<file path="src/swd_pkg.sv">
// Shared types and constants for the serial-wire-debug host transfer engine.
package swd_pkg;

  localparam int DATA_W = 32;
  localparam int CFG_W  = 8;

  localparam int CMD_DEPTH = 2;
  localparam int RES_DEPTH = 2;

  localparam logic [15:0]      SWITCH_PATTERN       = 16'hE79E;
  localparam logic [2:0]       ACK_OK               = 3'b001;
  localparam logic [2:0]       ACK_WAIT             = 3'b010;
  localparam logic [CFG_W-1:0] RESET_CLOCKS_DEFAULT = 8'd50;
  localparam logic [CFG_W-1:0] LOW_IDLE_DEFAULT     = 8'd12;

  localparam logic [0:0] CFG_RESET_CLOCKS = 1'b0;
  localparam logic [0:0] CFG_LOW_IDLE     = 1'b1;

  typedef enum logic [1:0] {
    FUNC_TICK   = 2'd0,
    FUNC_XFER   = 2'd1,
    FUNC_SWITCH = 2'd2
  } swd_func_t;

  typedef enum logic [3:0] {
    PH_IDLE    = 4'd0,
    PH_RESET1  = 4'd1,
    PH_PATTERN = 4'd2,
    PH_RESET2  = 4'd3,
    PH_LOWIDLE = 4'd4,
    PH_REQ     = 4'd5,
    PH_TURN1   = 4'd6,
    PH_ACK     = 4'd7,
    PH_WAITCLK = 4'd8,
    PH_RDATA   = 4'd9,
    PH_RTAIL   = 4'd10,
    PH_TURN2   = 4'd11,
    PH_WDATA   = 4'd12,
    PH_WPAR    = 4'd13
  } swd_phase_t;

  // classified item handed from front to back
  typedef struct packed {
    swd_func_t         kind;
    logic [7:0]        req_byte;
    logic [1:0]        port_dir;   // bit 1 AP, bit 0 read
    logic [DATA_W-1:0] wdata;
    logic              wpar;
    logic              sdi;
  } swd_cmd_t;

  typedef struct packed {
    logic              lvl;
    logic              drive;
    logic              clk_pulse;
    logic              busy;
    logic              done;
    logic [2:0]        ack;
    logic [DATA_W-1:0] rword;
  } swd_res_t;

endpackage

</file>
<file path="src/swd_host_transfer_engine.sv">
// Top level of the serial-wire-debug host transfer engine.
// Each item pushed is one SWCLK period: func starts a switch sequence or a
// DP/AP transfer when the engine is idle, and swdio_in is the level sampled in
// that period. Every item yields exactly one result item, in order, giving the
// line level, drive enable, clock pulse, busy/done flags, ack bits and last
// read word. Items are classified on entry, wait in a short command queue,
// and are stepped by the line engine at one item per clock while the result
// queue has room, a rate set by the bit step of the line engine. Items are
// registered in the command queue and results in the result queue before they
// can be popped. Register writes take effect at the next clock edge, whatever
// is queued, so write them only while no item is queued or in progress.
module swd_host_transfer_engine #(
  parameter int CMD_DEPTH = swd_pkg::CMD_DEPTH,
  parameter int RES_DEPTH = swd_pkg::RES_DEPTH
) (
  input  logic                       clk,
  input  logic                       rst,
  input  logic                       cfg_write,
  input  logic [0:0]                 cfg_index,
  input  logic [swd_pkg::CFG_W-1:0]  cfg_data,
  input  logic                       push,
  output logic                       full,
  input  logic [1:0]                 func,
  input  logic                       ap_not_dp,
  input  logic                       read_not_write,
  input  logic [1:0]                 reg_addr,
  input  logic [swd_pkg::DATA_W-1:0] write_data,
  input  logic                       swdio_in,
  output logic                       empty,
  input  logic                       pop,
  output logic                       swdio_out,
  output logic                       swdio_drive,
  output logic                       clock_pulse,
  output logic                       busy_res,
  output logic                       done_res,
  output logic [2:0]                 ack_code,
  output logic [swd_pkg::DATA_W-1:0] read_word
);

  swd_pkg::swd_cmd_t in_cmd;
  swd_pkg::swd_cmd_t q_cmd;
  swd_pkg::swd_res_t step_res;
  swd_pkg::swd_res_t out_res;
  logic              cmd_empty;
  logic              res_full;
  logic              step;

  swd_front u_front (
    .func           (func),
    .ap_not_dp      (ap_not_dp),
    .read_not_write (read_not_write),
    .reg_addr       (reg_addr),
    .write_data     (write_data),
    .swdio_in       (swdio_in),
    .cmd            (in_cmd)
  );

  swd_fifo #(
    .WIDTH ($bits(swd_pkg::swd_cmd_t)),
    .DEPTH (CMD_DEPTH)
  ) u_cmd_q (
    .clk       (clk),
    .rst       (rst),
    .push      (push),
    .push_data (in_cmd),
    .full      (full),
    .pop       (step),
    .pop_data  (q_cmd),
    .empty     (cmd_empty)
  );

  assign step = !cmd_empty && !res_full;

  swd_line_engine u_engine (
    .clk       (clk),
    .rst       (rst),
    .cfg_write (cfg_write),
    .cfg_index (cfg_index),
    .cfg_data  (cfg_data),
    .step      (step),
    .cmd       (q_cmd),
    .res       (step_res)
  );

  swd_fifo #(
    .WIDTH ($bits(swd_pkg::swd_res_t)),
    .DEPTH (RES_DEPTH)
  ) u_res_q (
    .clk       (clk),
    .rst       (rst),
    .push      (step),
    .push_data (step_res),
    .full      (res_full),
    .pop       (pop),
    .pop_data  (out_res),
    .empty     (empty)
  );

  assign swdio_out   = out_res.lvl;
  assign swdio_drive = out_res.drive;
  assign clock_pulse = out_res.clk_pulse;
  assign busy_res    = out_res.busy;
  assign done_res    = out_res.done;
  assign ack_code    = out_res.ack;
  assign read_word   = out_res.rword;

endmodule

</file>
<file path="src/swd_fifo.sv">
// Small register queue used between the front, the line engine and the result port.
module swd_fifo #(
  parameter int WIDTH = 1,
  parameter int DEPTH = 2
) (
  input  logic             clk,
  input  logic             rst,
  input  logic             push,
  input  logic [WIDTH-1:0] push_data,
  output logic             full,
  input  logic             pop,
  output logic [WIDTH-1:0] pop_data,
  output logic             empty
);

  localparam int PTR_W = (DEPTH > 1) ? $clog2(DEPTH) : 1;
  localparam int CNT_W = $clog2(DEPTH + 1);

  logic [WIDTH-1:0] mem [DEPTH];
  logic [PTR_W-1:0] wr_ptr;
  logic [PTR_W-1:0] rd_ptr;
  logic [CNT_W-1:0] count;
  logic             do_push;
  logic             do_pop;

  assign full     = (count == CNT_W'(DEPTH));
  assign empty    = (count == '0);
  assign do_push  = push && !full;
  assign do_pop   = pop && !empty;
  assign pop_data = mem[rd_ptr];

  always_ff @(posedge clk) begin
    if (do_push) begin
      mem[wr_ptr] <= push_data;
    end
  end

  always_ff @(posedge clk) begin
    if (rst) begin
      wr_ptr <= '0;
      rd_ptr <= '0;
      count  <= '0;
    end else begin
      if (do_push) begin
        wr_ptr <= (wr_ptr == PTR_W'(DEPTH - 1)) ? '0 : wr_ptr + 1'b1;
      end
      if (do_pop) begin
        rd_ptr <= (rd_ptr == PTR_W'(DEPTH - 1)) ? '0 : rd_ptr + 1'b1;
      end
      if (do_push && !do_pop) begin
        count <= count + 1'b1;
      end else if (!do_push && do_pop) begin
        count <= count - 1'b1;
      end
    end
  end

endmodule

</file>
<file path="src/swd_front.sv">
// Front end: classifies an incoming item and builds the request byte and write parity.
module swd_front (
  input  logic [1:0]                 func,
  input  logic                       ap_not_dp,
  input  logic                       read_not_write,
  input  logic [1:0]                 reg_addr,
  input  logic [swd_pkg::DATA_W-1:0] write_data,
  input  logic                       swdio_in,
  output swd_pkg::swd_cmd_t          cmd
);

  logic req_par;

  assign req_par = ap_not_dp ^ read_not_write ^ reg_addr[1] ^ reg_addr[0];

  always_comb begin
    case (func)
      swd_pkg::FUNC_XFER:   cmd.kind = swd_pkg::FUNC_XFER;
      swd_pkg::FUNC_SWITCH: cmd.kind = swd_pkg::FUNC_SWITCH;
      default:              cmd.kind = swd_pkg::FUNC_TICK;  // code 3 behaves as a tick
    endcase
    // start, APnDP, RnW, A[1], A[0], parity, stop, park; sent MSB first
    cmd.req_byte = {1'b1, ap_not_dp, read_not_write, reg_addr, req_par, 1'b0, 1'b1};
    cmd.port_dir = {ap_not_dp, read_not_write};
    cmd.wdata    = write_data;
    cmd.wpar     = ^write_data;
    cmd.sdi      = swdio_in;
  end

endmodule

</file>
<file path="src/swd_line_engine.sv">
// Back end: bit-serial line engine, one SWCLK period per item.
module swd_line_engine (
  input  logic                      clk,
  input  logic                      rst,
  input  logic                      cfg_write,
  input  logic [0:0]                cfg_index,
  input  logic [swd_pkg::CFG_W-1:0] cfg_data,
  input  logic                      step,
  input  swd_pkg::swd_cmd_t         cmd,
  output swd_pkg::swd_res_t         res
);

  logic [swd_pkg::CFG_W-1:0] reset_clocks;
  logic [swd_pkg::CFG_W-1:0] low_idle_clocks;

  swd_pkg::swd_phase_t        phase;
  logic [7:0]                 bit_counter;
  logic [swd_pkg::DATA_W-1:0] shift_word;
  logic [7:0]                 request_byte;
  logic [1:0]                 port_dir;
  logic [2:0]                 ack_bits;
  logic [swd_pkg::DATA_W-1:0] received_word;
  logic                       write_parity;

  // state after start handling for this tick
  swd_pkg::swd_phase_t        eff_ph;
  logic [7:0]                 eff_cnt;
  logic [swd_pkg::DATA_W-1:0] eff_sw;
  logic [7:0]                 eff_req;
  logic [1:0]                 eff_pd;
  logic [2:0]                 eff_ack;
  logic                       eff_dp;

  swd_pkg::swd_phase_t        phase_next;
  logic [7:0]                 bit_counter_next;
  logic [swd_pkg::DATA_W-1:0] shift_word_next;
  logic [2:0]                 ack_bits_next;
  logic [swd_pkg::DATA_W-1:0] received_word_next;
  swd_pkg::swd_phase_t        follow_ph;
  logic [7:0]                 ph_len;
  logic                       last_bit;
  logic                       done;
  logic                       lvl;
  logic                       drive;
  logic                       clk_pulse;

  // skips switch-sequence phases whose count is zero
  function automatic swd_pkg::swd_phase_t enter_phase(
    input swd_pkg::swd_phase_t p,
    input logic [7:0]          rc,
    input logic [7:0]          li
  );
    swd_pkg::swd_phase_t q;
    q = p;
    if (q == swd_pkg::PH_RESET1 && rc == '0) q = swd_pkg::PH_PATTERN;
    if (q == swd_pkg::PH_RESET2 && rc == '0) q = swd_pkg::PH_LOWIDLE;
    if (q == swd_pkg::PH_LOWIDLE && li == '0) q = swd_pkg::PH_IDLE;
    return q;
  endfunction

  always_comb begin
    eff_ph  = phase;
    eff_cnt = bit_counter;
    eff_sw  = shift_word;
    eff_req = request_byte;
    eff_pd  = port_dir;
    eff_ack = ack_bits;
    eff_dp  = write_parity;
    if (phase == swd_pkg::PH_IDLE) begin
      if (cmd.kind == swd_pkg::FUNC_XFER) begin
        eff_ph  = swd_pkg::PH_REQ;
        eff_cnt = '0;
        eff_sw  = cmd.wdata;
        eff_req = cmd.req_byte;
        eff_pd  = cmd.port_dir;
        eff_ack = '0;
        eff_dp  = cmd.wpar;
      end else if (cmd.kind == swd_pkg::FUNC_SWITCH) begin
        eff_ph  = enter_phase(swd_pkg::PH_RESET1, reset_clocks, low_idle_clocks);
        eff_cnt = '0;
      end
    end
  end

  // line outputs
  always_comb begin
    lvl       = 1'b1;
    drive     = 1'b1;
    clk_pulse = (eff_ph != swd_pkg::PH_IDLE);
    case (eff_ph)
      swd_pkg::PH_IDLE,
      swd_pkg::PH_RESET1,
      swd_pkg::PH_RESET2:  lvl = 1'b1;
      swd_pkg::PH_PATTERN: lvl = swd_pkg::SWITCH_PATTERN[eff_cnt[3:0]];
      swd_pkg::PH_LOWIDLE: lvl = 1'b0;
      swd_pkg::PH_REQ:     lvl = eff_req[~eff_cnt[2:0]];
      swd_pkg::PH_WDATA:   lvl = eff_sw[eff_cnt[4:0]];
      swd_pkg::PH_WPAR:    lvl = eff_dp;
      default:             drive = 1'b0;  // line released to target
    endcase
  end

  // next state
  always_comb begin
    ack_bits_next      = eff_ack;
    shift_word_next    = eff_sw;
    received_word_next = received_word;
    phase_next         = eff_ph;
    bit_counter_next   = eff_cnt;
    follow_ph          = swd_pkg::PH_IDLE;
    done               = 1'b0;

    case (eff_ph)
      swd_pkg::PH_RESET1,
      swd_pkg::PH_RESET2:  ph_len = reset_clocks;
      swd_pkg::PH_PATTERN: ph_len = 8'd16;
      swd_pkg::PH_LOWIDLE: ph_len = low_idle_clocks;
      swd_pkg::PH_REQ:     ph_len = 8'd8;
      swd_pkg::PH_ACK:     ph_len = 8'd3;
      swd_pkg::PH_RDATA,
      swd_pkg::PH_WDATA:   ph_len = 8'd32;
      swd_pkg::PH_RTAIL:   ph_len = 8'd2;
      default:             ph_len = 8'd1;
    endcase

    if (eff_ph == swd_pkg::PH_ACK && eff_cnt[1:0] != 2'd3) begin
      ack_bits_next[eff_cnt[1:0]] = cmd.sdi;
    end
    if (eff_ph == swd_pkg::PH_RDATA) begin
      shift_word_next[eff_cnt[4:0]] = cmd.sdi;
    end

    case (eff_ph)
      swd_pkg::PH_RESET1:  follow_ph = swd_pkg::PH_PATTERN;
      swd_pkg::PH_PATTERN: follow_ph = swd_pkg::PH_RESET2;
      swd_pkg::PH_RESET2:  follow_ph = swd_pkg::PH_LOWIDLE;
      swd_pkg::PH_REQ:     follow_ph = swd_pkg::PH_TURN1;
      swd_pkg::PH_TURN1:   follow_ph = swd_pkg::PH_ACK;
      swd_pkg::PH_ACK: begin
        if (ack_bits_next == swd_pkg::ACK_OK) begin
          follow_ph = eff_pd[0] ? swd_pkg::PH_RDATA : swd_pkg::PH_TURN2;
        end else if (eff_pd == 2'b11 && ack_bits_next == swd_pkg::ACK_WAIT) begin
          follow_ph = swd_pkg::PH_WAITCLK;  // AP read answered WAIT: a wait-clock phase before idle
        end else begin
          follow_ph = swd_pkg::PH_IDLE;
        end
      end
      swd_pkg::PH_RDATA:   follow_ph = swd_pkg::PH_RTAIL;
      swd_pkg::PH_TURN2:   follow_ph = swd_pkg::PH_WDATA;
      swd_pkg::PH_WDATA:   follow_ph = swd_pkg::PH_WPAR;
      default:             follow_ph = swd_pkg::PH_IDLE;
    endcase

    last_bit = ({1'b0, eff_cnt} + 9'd1) >= {1'b0, ph_len};

    if (eff_ph != swd_pkg::PH_IDLE) begin
      if (last_bit) begin
        if (eff_ph == swd_pkg::PH_RDATA) received_word_next = shift_word_next;
        phase_next       = enter_phase(follow_ph, reset_clocks, low_idle_clocks);
        bit_counter_next = '0;
        done             = (phase_next == swd_pkg::PH_IDLE);
      end else begin
        bit_counter_next = eff_cnt + 8'd1;
      end
    end
  end

  always_comb begin
    res.lvl       = lvl;
    res.drive     = drive;
    res.clk_pulse = clk_pulse;
    res.busy      = (phase_next != swd_pkg::PH_IDLE);
    res.done      = done;
    res.ack       = ack_bits_next;
    res.rword     = received_word_next;
  end

  always_ff @(posedge clk) begin
    if (rst) begin
      reset_clocks    <= swd_pkg::RESET_CLOCKS_DEFAULT;
      low_idle_clocks <= swd_pkg::LOW_IDLE_DEFAULT;
    end else if (cfg_write) begin
      case (cfg_index)
        swd_pkg::CFG_RESET_CLOCKS: reset_clocks    <= cfg_data;
        swd_pkg::CFG_LOW_IDLE:     low_idle_clocks <= cfg_data;
        default:                   reset_clocks    <= reset_clocks;
      endcase
    end
  end

  always_ff @(posedge clk) begin
    if (rst) begin
      phase         <= swd_pkg::PH_IDLE;
      bit_counter   <= '0;
      shift_word    <= '0;
      request_byte  <= '0;
      port_dir      <= '0;
      ack_bits      <= '0;
      received_word <= '0;
      write_parity  <= 1'b0;
    end else if (step) begin
      phase         <= phase_next;
      bit_counter   <= bit_counter_next;
      shift_word    <= shift_word_next;
      request_byte  <= eff_req;
      port_dir      <= eff_pd;
      ack_bits      <= ack_bits_next;
      received_word <= received_word_next;
      write_parity  <= eff_dp;
    end
  end

endmodule
</file>
<file path="config.mk">
export PLATFORM = sky130hd
export DESIGN_NAME = swd_host_transfer_engine
export DESIGN_NICKNAME = d
export VERILOG_FILES = /design/src/swd_pkg.sv /design/src/swd_host_transfer_engine.sv /design/src/swd_fifo.sv /design/src/swd_front.sv /design/src/swd_line_engine.sv
export SDC_FILE = /design/constraint.sdc
export NUM_CORES = 1
export LEC_CHECK = 0
export BUFFER_PORTS_ARGS = -buffer_cell sky130_fd_sc_hd__buf_2
export CAP_MARGIN = 20
export CELL_PAD_IN_SITES_DETAIL_PLACEMENT = 1
export CELL_PAD_IN_SITES_GLOBAL_PLACEMENT = 2
export CORE_AREA = 3 3 191 193
export CTS_CLUSTER_DIAMETER = 30
export CTS_CLUSTER_SIZE = 24
export DETAILED_ROUTE_END_ITERATION = 8
export DIE_AREA = 0 0 194 196
export GPL_TIMING_DRIVEN = 0
export MAX_ROUTING_LAYER = met4
export PLACE_DENSITY = 0.89
export SKIP_LAST_GASP = 1
export SYNTH_ARGS = -nofsm -noshare
export SYNTH_HDL_FRONTEND = slang
export SYNTH_HIERARCHICAL = 1
export SYNTH_SLANG_ARGS = --single-unit
</file>
<file path="constraint.sdc">
create_clock -name clk -period 10.2 [get_ports clk]
set_input_delay 2.04 -clock clk [delete_from_list [all_inputs] [get_ports clk]]
set_output_delay 2.04 -clock clk [all_outputs]
set_load 0.02 [all_outputs]
</file>
* After elaboration in Yosys (flattened, before gate mapping) *
Memories as Yosys holds them, arrays and structs flattened. A register that Yosys moved wholly into a read port is not among the register bits.
Index checks and enable logic that the tools add are counted.

operators by class
  $add $sub $neg = 10
  $lt $le $gt $ge = 7
  equality and inequality tests = 27
  mux-type cells = 80
  bitwise gates (word level) = 5
  reduce and logical (&&, ||, !) cells = 43

operator list
  operator               number
  $mux W32               6
  $mux W4                24
  $mux W8                7
  $pmux W8 S7            1
  $pmux W4 S9            1
  $bwmux W32             1
  $reduce_xor A32 Y1     1
  $eq A4 B3 Y1 const B   6
  $mux W1                22
  $eq A4 B4 Y1 const B   5
  $logic_and A1 B1 Y1    18
  $eq A4 B2 Y1 const B   4
  $logic_not A8 Y1       2
  $mux W2                8
  $logic_not A4 Y1       3
  $eq A2 B2 Y1 const B   5
  $add A8 B1 Y9 const B  1
  $ge A9 B8 Y1           1
  $mux W3                3
  $add A8 B1 Y8 const B  1
  $eq A4 B1 Y1 const B   2
  $logic_not A1 Y1       8
  $reduce_bool A4 Y1     2
  $reduce_or A8 Y1       1
  27 further kinds       39

word-level totals
  flip-flop bits (word level) = 114
  memory bits (writable) = 166
  memory bits (read-only) = 16
  input bits = 53
  output and inout bits = 42
  logic and storage cells = 191
  memories = 3

memories
  memory            depth  bits a word  rd ports  clocked after Yosys merged registers in  wr ports  RTL line               text
  u_cmd_q.mem       2      43           1         1                                        1         swd_fifo.sv:19         logic [WIDTH-1:0] mem [DEPTH];
  u_res_q.mem       2      40           1         1                                        1         swd_fifo.sv:19
  (name not given)  16     1            1         0                                        0         swd_line_engine.sv:94  swd_pkg::PH_PATTERN: lvl = swd_pkg::SWITCH_PATTERN[eff_cnt[3:0]];

* Depth between registers and ports, before layout *
  word-level depth = 43
  mapped depth = 20
  gate-level depth less buffers = 17

* Modules after synthesis *
The synthesis kept the hierarchy.

by module, submodules not included
  module                    instances  cells an instance  area an instance (sq um)  sequential area each (sq um)
  swd_line_engine           1          904                6,713.9                   2,122.0
  swd_fifo (u_cmd_q)        1          168                3,533.4                   2,862.7
  swd_fifo (u_res_q)        1          149                3,090.5                   2,502.4
  swd_front                 1          81                 640.6                     0.0
  swd_host_transfer_engine  1          1                  3.8                       0.0

* Worst setup path after synthesis *
OpenSTA, ideal clock, no wires.

  kind = flip-flop to flip-flop
  from = register (tool-made name)
  to = memory u_res_q/mem[0][0] in the netlist's numbering (data pin)
  library setup time = 0.272 ns
  data arrival time = 4.498 ns
  required time = 9.928 ns
  slack = 5.429 ns
  cell stages (with the launch flop) = 20
  buffers on the path = 4
  clock period less this slack = 4.771 ns
  cells stage by stage = dfxtp_1 buf_2 buf_4 mux2_2 xnor2_1 o21ai_1 inv_2 clkbuf_1 ha_1 and4_1 nand2_1 xor2_1 nor2_1 ha_1 o211ai_1 nor2_1 a211oi_1 nand3b_1 clkbuf_1 o21ai_1

RTL lines
  what              RTL line
  end: declaration  swd_fifo.sv:19

==> flow_metrics.py <==
metrics = {
    "synth": {
        "async_reset_ff_share_pct": 0,
        "post_synth.cell_area_avg_sq_um": 10.7,
        "synth_edf_count": 172,
        "synth-main-ff-cell": "edfxtp_1",
        "ys_ff_latch": 288,
        "synth_area_sq_mm": 0.0140,
        "syn_inst": 1303,
        "seq_area_frac_synth_pct": 53.5,
        "synth_warnings": 6,
        "synth_cell_type_count": 71,
    },
    "floorplanning": {
        "die_area_sq_mm": 0.0380,
        "initial_core_util_pct": 40.3,
        "num_rows": 68,
        "fp.dieW_um": 194,
        "core_area_sq_mm": 0.0347,
        "die_h_um": 196,
        "pin_count": 95,
    },
    "outcome": {
        "status": "complete, no violations",
    },
    "global_route": {
        "grt-ovfl-total": 0,
        "busiest_layer": "met2",
        "grt_pass1_vias": 11300,
        "grt_max_degree": 41,
        "grtUsageTotal_pct": 22.4,
        "grt_use_met1_pct": 31.1,
        "grt_pass1_wl_um": 65700,
        "grt.met3_usage_pct": 3.45,
        "globalRouteMet2Util_pct": 34.2,
        "antenna_found_initial": 0,
    },
    "worst_setup_path": {
        "endpoint_kind": "flop",
        "reg2reg_to": "u_res_q/mem[1][2]",
        "rrSetupSlack_ps": 3140,
        "r2r_cells": 19,
        "critPathLaunchType": "flop",
        "path_class": "reg2reg",
        "crit_required_ps": 10470,
        "worstPathArrival_ps": 7330,
        "crit_fanout": 12,
    },
    "clocking": {
        "htree_levels": 2,
        "cts_buffers": 60,
        "cts_tree": "done",
        "insertion_delay_ps": 600,
        "clk_pin_slew_ps": 50,
        "cts-resized-gates": 0,
        "cts_root_buffer": "clkbuf_16",
        "cts_setup_buffers": 0,
        "cts_sinks": 288,
        "postCtsHoldBufs": 0,
        "clock_path_buffers": 3,
    },
    "power_and_ir_drop": {
        "p_clk_share_pct": 39.2,
        "switching_share_pct": 34.4,
        "comb_power_share_pct": 31.2,
        "p_leak_uw": 0.00612,
        "power_switching_uw": 1810,
        "internal_power_uw": 3460,
        "ir_drop_mv": 0.158,
        "power-per-cell-area_mw_per_mm2": 305,
        "p_seq_share_pct": 29.6,
    },
    "sta": {
        "fmax_mhz": 142,
        "layout_min_cycle_time_ps": 7060,
        "whs_ps": 463,
        "finalHoldViolCount": 0,
        "finalCritPeriodShare_pct": 69.2,
        "slew_headroom_pct": 26.6,
        "worst_pin_slew_ps": 1090,
        "finClkSkew_ps": 34.0,
        "fin_tns_setup_ps": 0,
        "setup_viol": 0,
        "rsz0062_at_grt": "no",
        "drv_slew": 0,
    },
    "placed_design": {
        "hpwl_um": 29500,
        "place_inst": 1856,
        "routabilityCongestion": 0.973,
        "port_buffers": 93,
    },
    "finish": {
        "antenna_cells": 0,
        "areaGrowthSynthToFinish_pct": 23.6,
        "finalNonFillerCells": 1971,
        "layout-drive-gt1-share_pct": 25.1,
        "num-nets-final": 1532,
    },
    "hold_path": {
        "hold_end": "u_engine/request_byte[6]",
        "hp-class": "reg2reg",
        "hold_depth": 2,
        "min_from": "u_engine/request_byte[6]",
    },
    "route": {
        "drcViolationCount": 0,
        "drtIter0Drc": 783,
        "vias": 10800,
        "viasPerCell": 5.49,
        "post_drt_wl_per_cell_um": 21.4,
        "drtAntennaViolNets": 0,
        "detail_route.wirelength_um": 42100,
        "firstDrtPassIters": 5,
    },
    "run": {
        "drv_cap": 0,
    },
}
-- sequential cells by signal (all words and copies together) (netlist names), 4 cells and up, named ones only --
| register | cells |
|---|---|
| u_cmd_q/mem | 92 |
| u_engine/bit_counter | 8 |
| u_engine/low_idle_clocks | 8 |
| u_engine/phase | 4 |
| u_engine/received_word | 32 |
| u_engine/request_byte | 8 |
| u_engine/reset_clocks | 8 |
| u_engine/shift_word | 32 |
| u_res_q/mem | 80 |
-- worst max-delay path, cell delays in order (launching register included) --
cell	delay [ps]
dfxtp_1	320
buf_2	250
buf_4	260
mux2_2	440
xnor2_1	800
o21ai_1	190
inv_2	230
clkbuf_1	620
ha_1	320
clkbuf_1	460
inv_1	240
xnor2_1	420
ha_1	320
a21oi_1	120
o21ai_0	100
a211oi_1	270
buf_2	250
nand3b_1	360
clkbuf_1	450
o21ai_0	300
-- kinds of logic after synthesis --
group           share of synthesized area [%]
other cells                            0.0537
flops                                    53.5
xor+xnor                                 3.07
buf+inv                                  5.41
mux                                      9.98
simple gates                             13.5
fa+ha+maj                                1.25
compound gates                           13.1
-- stage by stage --
step | instance area (sq um) | worst slack [ps] | util (%) | total power [uW]
global route | 17300 | 2810 | 49.8 | 5520
CTS | 17300 | 2710 | 49.8 | 5290
global placement | 15000 | 2840 | 43.3 | 3140
finish | 17300 | 3140 | 49.8 | 5270
detailed placement | 15100 | 2810 | 43.5 | 3190
floorplan | 14000 | 5430 | - | 2650
-- metal layers --
metal / wire length [um] / share of wire [%]
met1: 19900 / 47
met2: 19200 / 45
met3: 2000 / 4.7
met4: 1120 / 2.7
met5: 0 / 0
-- worst max-delay path by stage --
stage                     from                 end  slack, ps  cells past startpoint
after global routing      flop   u_res_q/mem[0][1]       2810                     19
after detailed placement  flop   u_res_q/mem[0][2]       2810                     18
final                     flop   u_res_q/mem[1][2]       3140                     19
after floorplan           flop   u_res_q/mem[0][0]       5430                     19
after CTS                 flop  u_res_q/mem[1][29]       2710                     19
after global placement    flop   u_res_q/mem[0][1]       2840                     18
-- layout by cell type (no fill, tap or decap), types with 6 or more instances in the layout --
cell type and count:
edfxtp_1 172, nand2_1 130, dfxtp_1 116, buf_2 108
o21ai_0 105, mux2_2 91, clkbuf_1 68, a21oi_1 62
clkbuf_16 60, buf_4 51, nor2_1 50, nand2b_1 41
nand3b_1 38, mux2i_1 37, xnor2_1 35, nand3_1 33
o22ai_1 32, nor3_1 31, o31ai_1 22, xor2_1 14
ha_1 14, a31oi_1 14, inv_1 13, bufinv_16 12
clkinv_2 11, o21ai_1 10, nor2b_1 9, inv_6 8
clkinvlp_4 7, clkinv_4 6, or3_1 6, nor4_1 6
a32oi_1 6
-- power by group through the flow --
| stage | Combinational (uW) | Sequential [uW] | Clock [uW] |
|---|---|---|---|
| 3_3_place_gp | 1570 | 1570 | 0 |
| 3_5_place_dp | 1610 | 1580 | 0 |
| 5_1_grt | 1770 | 1580 | 2160 |
| 6_report | 1650 | 1560 | 2070 |
| 4_1_cts | 1630 | 1560 | 2090 |
| 2_1_floorplan | 1100 | 1550 | 0 |
-- cells in the mapped netlist (all sizes together), types with 16 or more instances --
master  instances  share of area (%)
dfxtp         116                 17
edfxtp        172                 37
o21ai         115                4.1
inv            16               0.43
nand2         130                3.5
buf            65                3.2
mux2           91                7.3
a21oi          62                2.2
nand3          33                1.2
clkbuf         64                1.7
o31ai          22                1.2
xnor2          35                2.2
nor2           50                1.3
nor3           31                1.1
o22ai          32                1.4
nand2b         41                1.8
nand3b         38                2.0
mux2i          37                2.6
-- final cells by class --
type | instances | area [sq um]
clock buffer | 65 | 1520
tap | 455 | 569
clock inverter | 48 | 658
fill | 3783 | 17400
timing repair buffer | 99 | 541
inverter | 17 | 63.8
buffer | 129 | 693
sequential | 288 | 7490
multi-input combinational | 870 | 5750
(Power assumes the default switching activity.)
